[config.mk]
export PLATFORM = sky130hd
export DESIGN_NAME = ght_ctrl
export DESIGN_NICKNAME = d
export VERILOG_FILES = /design/src/sv/ght_pkg.sv /design/src/sv/ght_ctrl.sv
export SDC_FILE = /design/constraint.sdc
export NUM_CORES = 1
export LEC_CHECK = 0
export BUFFER_PORTS_ARGS = -buffer_cell sky130_fd_sc_hd__buf_2
export CAP_MARGIN = 10
export CORE_MARGIN = 1
export CORE_UTILIZATION = 48
export CTS_CLUSTER_DIAMETER = 40
export CTS_CLUSTER_SIZE = 24
export DETAILED_ROUTE_END_ITERATION = 8
export PLACE_DENSITY = 0.85
export SLEW_MARGIN = 20
export SYNTH_ARGS = -nofsm -noshare
export SYNTH_HDL_FRONTEND = slang
export SYNTH_SLANG_ARGS = --single-unit
[constraint.sdc]
create_clock -name aclk -period 1.7 [get_ports aclk]
set_input_delay 0.51 -clock aclk [delete_from_list [all_inputs] [get_ports aclk]]
set_output_delay 0.51 -clock aclk [all_outputs]
set_load 0.01 [all_outputs]
[src/sv/ght_pkg.sv]
package ght_pkg;

    localparam int CAPACITY_DEF      = 64;
    localparam int PAYLOAD_WIDTH_DEF = 32;
    localparam int GEN_WIDTH_DEF     = 16;

    localparam int S_TDATA_W = 64;
    localparam int M_TDATA_W = 72;

    typedef enum logic [2:0] {
        CMD_CREATE   = 3'd0,
        CMD_DESTROY  = 3'd1,
        CMD_QUERY    = 3'd2,
        CMD_READ     = 3'd3,
        CMD_WRITE    = 3'd4,
        CMD_REFRESH  = 3'd5,
        CMD_CLEAR    = 3'd6,
        CMD_READ_POS = 3'd7
    } cmd_t;

    typedef enum logic [1:0] {
        RS_OK    = 2'd0,
        RS_FULL  = 2'd1,
        RS_STALE = 2'd2
    } resp_status_t;

    typedef enum logic [1:0] {
        ES_ALIVE  = 2'd0,
        ES_UNUSED = 2'd1,
        ES_DEAD   = 2'd2
    } entry_state_t;

    typedef enum logic [4:0] {
        OP_NONE,
        OP_CAPTURE,
        OP_SET_FULL,
        OP_RD_SLOT,
        OP_RD_ENT_POS,
        OP_EXEC_HANDLE,
        OP_RD_ENT_FREE,
        OP_CR_ENT,
        OP_CR_SLOT,
        OP_RD_ENT_POSIN,
        OP_EXEC_POS,
        OP_RF_START,
        OP_RD_AB,
        OP_ADV_W,
        OP_ADV_I,
        OP_SWAP1,
        OP_SWAP2,
        OP_TO_B,
        OP_RD_A_I,
        OP_B_FREE,
        OP_B_GEN,
        OP_TO_C,
        OP_C_WR,
        OP_FINISH_RF,
        OP_CLR_START,
        OP_CLR_STEP,
        OP_LOAD_OUT
    } op_t;

    typedef struct packed {
        op_t op;
    } ctrl_cmd_t;

    typedef struct packed {
        logic in_valid;
        cmd_t cmd;
        logic out_free;
        logic full;
        logic i_lt_nf;
        logic i_lt_w;
        logic i_eq_w;
        logic a_alive;
        logic clr_last;
    } dp_status_t;

endpackage

[src/sv/ght_ctrl.sv]
module ght_ctrl (
    input  logic                   aclk,
    input  logic                   aresetn,
    input  ght_pkg::dp_status_t    stat,
    output ght_pkg::ctrl_cmd_t     ctl,
    output logic                   ready
);

    typedef enum logic [4:0] {
        S_CLR, S_IDLE, S_DISP,
        S_H_SLOT, S_H_ENT, S_H_EXEC,
        S_C_OWN, S_C_ENT, S_C_SLOT,
        S_P_RD, S_P_EXEC,
        S_A_CHK, S_A_RD, S_A_EV, S_A_SW2,
        S_B_CHK, S_B_RD, S_B_FREE, S_B_GEN,
        S_C_CHK, S_C_RD, S_C_WR,
        S_RESP
    } state_t;

    state_t state_reg, state_next;
    logic   clr_cmd_reg, clr_cmd_next;
    ght_pkg::op_t op;

    always_comb begin
        state_next   = state_reg;
        clr_cmd_next = clr_cmd_reg;
        op           = ght_pkg::OP_NONE;
        case (state_reg)
            S_CLR: begin
                op = ght_pkg::OP_CLR_STEP;
                if (stat.clr_last) begin
                    state_next   = clr_cmd_reg ? S_RESP : S_IDLE;
                    clr_cmd_next = 1'b0;
                end
            end
            S_IDLE: begin
                if (stat.in_valid) begin
                    op         = ght_pkg::OP_CAPTURE;
                    state_next = S_DISP;
                end
            end
            S_DISP: begin
                case (stat.cmd)
                    ght_pkg::CMD_CREATE: begin
                        if (stat.full) begin
                            op         = ght_pkg::OP_SET_FULL;
                            state_next = S_RESP;
                        end else begin
                            state_next = S_C_OWN;
                        end
                    end
                    ght_pkg::CMD_REFRESH: begin
                        op         = ght_pkg::OP_RF_START;
                        state_next = S_A_CHK;
                    end
                    ght_pkg::CMD_CLEAR: begin
                        op           = ght_pkg::OP_CLR_START;
                        clr_cmd_next = 1'b1;
                        state_next   = S_CLR;
                    end
                    ght_pkg::CMD_READ_POS: state_next = S_P_RD;
                    default:               state_next = S_H_SLOT;
                endcase
            end
            S_H_SLOT: begin
                op         = ght_pkg::OP_RD_SLOT;
                state_next = S_H_ENT;
            end
            S_H_ENT: begin
                op         = ght_pkg::OP_RD_ENT_POS;
                state_next = S_H_EXEC;
            end
            S_H_EXEC: begin
                op         = ght_pkg::OP_EXEC_HANDLE;
                state_next = S_RESP;
            end
            S_C_OWN: begin
                op         = ght_pkg::OP_RD_ENT_FREE;
                state_next = S_C_ENT;
            end
            S_C_ENT: begin
                op         = ght_pkg::OP_CR_ENT;
                state_next = S_C_SLOT;
            end
            S_C_SLOT: begin
                op         = ght_pkg::OP_CR_SLOT;
                state_next = S_RESP;
            end
            S_P_RD: begin
                op         = ght_pkg::OP_RD_ENT_POSIN;
                state_next = S_P_EXEC;
            end
            S_P_EXEC: begin
                op         = ght_pkg::OP_EXEC_POS;
                state_next = S_RESP;
            end
            S_A_CHK: begin
                if (stat.i_lt_nf) begin
                    state_next = S_A_RD;
                end else begin
                    op         = ght_pkg::OP_TO_B;
                    state_next = S_B_CHK;
                end
            end
            S_A_RD: begin
                op         = ght_pkg::OP_RD_AB;
                state_next = S_A_EV;
            end
            S_A_EV: begin
                state_next = S_A_CHK;
                if (!stat.a_alive) begin
                    op = ght_pkg::OP_ADV_I;
                end else if (stat.i_eq_w) begin
                    op = ght_pkg::OP_ADV_W;
                end else begin
                    op         = ght_pkg::OP_SWAP1;
                    state_next = S_A_SW2;
                end
            end
            S_A_SW2: begin
                op         = ght_pkg::OP_SWAP2;
                state_next = S_A_CHK;
            end
            S_B_CHK: begin
                if (stat.i_lt_nf) begin
                    state_next = S_B_RD;
                end else begin
                    op         = ght_pkg::OP_TO_C;
                    state_next = S_C_CHK;
                end
            end
            S_B_RD: begin
                op         = ght_pkg::OP_RD_A_I;
                state_next = S_B_FREE;
            end
            S_B_FREE: begin
                op         = ght_pkg::OP_B_FREE;
                state_next = S_B_GEN;
            end
            S_B_GEN: begin
                op         = ght_pkg::OP_B_GEN;
                state_next = S_B_CHK;
            end
            S_C_CHK: begin
                if (stat.i_lt_w) begin
                    state_next = S_C_RD;
                end else begin
                    op         = ght_pkg::OP_FINISH_RF;
                    state_next = S_RESP;
                end
            end
            S_C_RD: begin
                op         = ght_pkg::OP_RD_A_I;
                state_next = S_C_WR;
            end
            S_C_WR: begin
                op         = ght_pkg::OP_C_WR;
                state_next = S_C_CHK;
            end
            S_RESP: begin
                if (stat.out_free) begin
                    op         = ght_pkg::OP_LOAD_OUT;
                    state_next = S_IDLE;
                end
            end
            default: state_next = S_IDLE;
        endcase
    end

    always_ff @(posedge aclk) begin
        if (!aresetn) begin
            state_reg   <= S_CLR;
            clr_cmd_reg <= 1'b0;
        end else begin
            state_reg   <= state_next;
            clr_cmd_reg <= clr_cmd_next;
        end
    end

    assign ctl.op = op;
    assign ready  = (state_reg == S_IDLE);

endmodule

==> out/results.ini, run 1 <==
[synthesis]
yosysTopAreaCell=dfxtp_1
ys_seq_area_share_pct=13.4
syn_avg_cell_area_um2=6.60
synth_edf_count=0
yosys.area.top_type_share_pct=13.4
synthArstFlopShare_pct=0
ys_warn_count=0
syn-num-nets=149
synthCells=136
ys.flop_type=dfxtp_1
syn-cell-area_um2=897
ys_types=46
synth.top_cells.by_area=dfxtp_1 (13%), a21oi_1 (8.4%), nand2_1 (5.4%)
synth-seq-cells=6

[timing]
worst_endpoint=ctl[1]
worst_endpoint_kind=primary output

[floorplanning]
initial_utilization_pct=51.4
core.rowCount=15
dieHeight_um=45.2
die-width_um=45.2
ioPinCount=19

[grt]
gr-usage-all-layers_pct=66.0
grt_max_degree=13
gr-total-overflow=1

[placed_design]
gp_congestion=0.940
dp_hpwl_um=2790
dpl_cell_area_um2=1320
portBuffers=18

[clock_network]
ctsHoldBuffers=0
cts_buffers=3
ctsRootBufferMaster=clkbuf_4
htreeDepth=1
clk_path_buf_depth=2
cts.sinks=6

[run_status]
stop_stage=5_1_grt
first-error=[ERROR GRT-0232] Routing congestion too high. Check the congestion heatmap in the GUI.
status=stopped before the end

-- routing by layer --
metal | global-route usage (%) | GRT overflow
met1 | 68.0 | 0
met2 | 87.5 | 1
met3 | 35.2 | 0
met4 | 76.4 | 0
met5 | 0 | 0
-- per-stage QoR --
stage                     setup slack (ns)  TNS, ns  utilization, %  instances
after floorplan                    -0.0149  -0.0253               -        136
after global placement              -0.240   -0.757            75.8        213
after detailed placement            -0.275    -1.34            75.8        213
after CTS                           -0.347    -1.72            83.6        223
-- repair_timing --
item / in CTS
resized for setup: 17
setup buffers: 7
setup endpoints to repair: 10
pin swaps: 8
-- cell families after synthesis --
kind of cell           Yosys count  synth area share (%)
AND/OR/NAND/NOR                 58                  35.4
AO/OA/AOI/OAI                   52                  38.8
buffers and inverters           18                  10.5
XOR/XNOR                         2                  1.95
flip-flops                       6                  13.4
-- synthesized netlist by cell type (2+ instances only) --
cell / count
a21boi_1: 2
a21oi_1: 15
a221o_1: 2
a22oi_1: 2
a31oi_1: 6
and3_1: 2
buf_2: 9
buf_6: 2
clkbuf_1: 2
dfxtp_1: 6
inv_1: 3
inv_2: 2
nand2_1: 13
nand2b_1: 2
nand3_1: 8
nand4b_1: 2
nor2_1: 9
nor2b_1: 4
nor3_1: 6
nor3b_1: 2
o21a_1: 2
o21ai_0: 8
o32a_1: 2
or3_1: 2
xor2_1: 2
==> run 2: changes to the inputs <==
--- a/config.mk
+++ b/config.mk
@@ -7,12 +7,10 @@
 export LEC_CHECK = 0
 export BUFFER_PORTS_ARGS = -buffer_cell sky130_fd_sc_hd__buf_2
 export CAP_MARGIN = 10
-export CORE_MARGIN = 1
-export CORE_UTILIZATION = 48
-export CTS_CLUSTER_DIAMETER = 40
-export CTS_CLUSTER_SIZE = 24
+export CORE_AREA = 2 2 63 65
 export DETAILED_ROUTE_END_ITERATION = 8
-export PLACE_DENSITY = 0.85
+export DIE_AREA = 0 0 65 67
+export PLACE_DENSITY_LB_ADDON = 0.15
 export SLEW_MARGIN = 20
 export SYNTH_ARGS = -nofsm -noshare
 export SYNTH_HDL_FRONTEND = slang
==> constraint.sdc (replaced) <==
create_clock -name aclk -period 2.2 [get_ports aclk]
set_input_delay 0.66 -clock aclk [delete_from_list [all_inputs] [get_ports aclk]]
set_output_delay 0.66 -clock aclk [all_outputs]
set_load 0.01 [all_outputs]
==> out/results.ini, run 2 <==
[run_status]
status=completed

[timing]
fin_crit_ns=2.19
rsz0062_at_grt=true
finalHoldViolations=0
min_period_over_period_pct=99.6
worst_pin_slew_ns=0.419
skew_ns=0.00297
slew_viol_final=0
fmax_ghz=0.457
setup_ws_ns=0.00984
setup_viol=0
slew_headroom_pct=71.4
holdWs_ns=0.526

[setup_path]
worst_path_max_delay_cell=dfxtp_4
startpoint_type=register
cp_cell_sequence=buf_4, nor2_2, a21oi_1, nor2_1, a31oi_1, a211o_1, buf_2
required_ns=1.54
cp_max_fo=11
crit_arrival_ns=1.53
crit_path_max_incr_delay_ns=0.39
cp-end-kind=output port
worstSetupPathType=register to output port

[power_and_ir_drop]
pwr-share-seq_pct=13.4
swShare_pct=47.9
clkPwrFrac_pct=9.1
comb_power_share_pct=77.6
power.density_nw_per_um2=1380
cell_internal_pwr_mw=0.955
p_leak_nw=0.531
power_switching_mw=0.879
peakVddDrop_uv=548

[final_layout]
stdcell_count=216
area_delta_synth_final_pct=48.0
post-route-util_pct=36.8
largest_reg_flops=5
n_fill_cell=404
layout_commonest_cell=buf_4
drive_above_1_share_pct=39.9
mostFrequentLayoutCells=buf_4 (20), buf_2 (17), a21oi_1 (14), nand2_1 (13), nor2_1 (8)
final_nets=183
num_antenna_cells=0

[clock_network]
clk_pin_slew_ns=0.04
clk_path_buf_depth=2  ; unchanged
htreeDepth=1  ; unchanged
ctsRootBufferMaster=clkbuf_8
ctsHoldBuffers=0  ; unchanged
cts_tree=done
cts.sinks=6  ; unchanged
cts_buffers=3  ; unchanged
insertion_delay_ns=0.22

[grt]
grt_max_degree=21
grt_pass1_wl_um=5230
grt_pass1_vias=1112
gr-usage-all-layers_pct=15.6
gr-total-overflow=0
grt_antenna_before_repair=0

[placed_design]
place_inst=208  ; -2.3%
place_ws_ns=-0.0663  ; +0.208 ns
gp_congestion=0.829  ; -12%
dp_hpwl_um=2510  ; -10%
portBuffers=18  ; unchanged

[synthesis]
syn-num-nets=149  ; unchanged
synthTopCellsByCount=a21oi_1 (15), nand2_1 (13), buf_2 (9), nor2_1 (9)
yosysMostFrequentCell=a21oi_1
ys_seq_area_share_pct=13.4  ; unchanged
yosysTopAreaCell=dfxtp_1
synth.top_cells.by_area=dfxtp_1 (13%), a21oi_1 (8.4%), nand2_1 (5.4%)
syn_avg_cell_area_um2=6.60  ; unchanged
syn-cell-area_um2=897  ; unchanged
ys_types=46  ; unchanged
synth_edf_count=0  ; unchanged
yosys.area.top_type_share_pct=13.4  ; unchanged
ys.flop_type=dfxtp_1
ys_warn_count=0  ; unchanged
synthCells=136  ; unchanged
synth-seq-cells=6  ; unchanged
synthArstFlopShare_pct=0  ; unchanged

[worst_hold_path]
hp-class=register to register

[route]
totalWireLength_um=3280
drc=0
wl_per_cell_um=15.2
ant_nets=0
viasPerCell=5.58
dr.pass1.iters=4
vias=1205
drt-initial-drc-count=57

[floorplanning]
die-area_um2=4360
coreArea_um2=3610
initial_utilization_pct=24.9  ; -27 points
die-width_um=65  ; +44%
ioPinCount=19  ; unchanged
dieHeight_um=67  ; +48%
core.rowCount=22  ; +7

[job]
cap_violations=0

## run 2: final cells by class
class / instances / area, µm² / area share [%]
clock buffer: 3 / 41.3 / 3.11
inverter: 5 / 18.8 / 1.41
sequential: 6 / 134 / 10.1
tap: 48 / 60.1 / 4.52
timing repair buffer: 42 / 313 / 23.6
multi-input combinational: 112 / 761 / 57.3
## run 2: critical path, delay by kind of cell (launching register included)
kind            cells  cell delay, ns
compound gates      3            0.40
flops               1            0.39
buf+inv             2            0.29
simple gates        2            0.22
## run 2: cells by family (layout without fill, tap and decap cells)
group           after synthesis  after routing  synth area share [%]
buf+inv                      18             50                  10.5
compound gates               52             52                  38.8
xor+xnor                      2              2                  1.95
flops                         6              6                  13.4
simple gates                 58             58                  35.4
## run 2: metrics by stage
stage / cell area (µm²) / TNS, ns / power [mW]
after floorplan: 897 / 0 / 1.01
after global placement: 1140 / -0.0691 / 1.47
after detailed placement: 1140 / -0.0789 / 1.46
after CTS: 1290 / 0 / 1.78
after global routing: 1330 / -0.199 / 1.97
final: 1330 / 0 / 1.83
## run 2: power by group through the flow
stage / Combinational [mW] / Clock (mW) / Sequential, mW
final: 1.42 / 0.166 / 0.245
after global routing: 1.53 / 0.183 / 0.250
after floorplan: 0.842 / 0 / 0.173
after detailed placement: 1.25 / 0 / 0.218
after global placement: 1.25 / 0 / 0.222
after CTS: 1.37 / 0.172 / 0.237
## run 2: layer usage
layer	wire (µm)	up-vias	GRT usage [%]	share of wire, %
li1	-	577	-	-
met5	0	-	0	0
met2	1660	41	28.2	51
met4	27	0	4.79	0.82
met3	185	4	2.70	5.6
met1	1410	583	18.5	43
## run 2: final timing paths
| check | from | endpoint | slack (ns) | cells after the start |
|---|---|---|---|---|
| hold / removal | clr_cmd_reg$_SDFFE_PN0P_ | clr_cmd_reg$_SDFFE_PN0P_ | 0.53 | 2 |
| hold reg to reg | clr_cmd_reg$_SDFFE_PN0P_ | clr_cmd_reg$_SDFFE_PN0P_ | 0.53 | 2 |
| setup / recovery | state_reg[2]$_SDFFE_PN0P_ | ctl[0] | 0.01 | 7 |
| setup reg to reg | state_reg[0]$_SDFFE_PN0P_ | state_reg[0]$_SDFFE_PN0P_ | 0.38 | 8 |
## run 2: what timing repair did
| item | CTS | global route |
|---|---|---|
| buffers inserted | 5 | 0 |
| pin swaps | 6 | 5 |
| setup endpoints to repair | 5 | 5 |
| cloned | 0 | 0 |
| resized for setup | 20 | 11 |
Power figures use the tool's default switching activity.
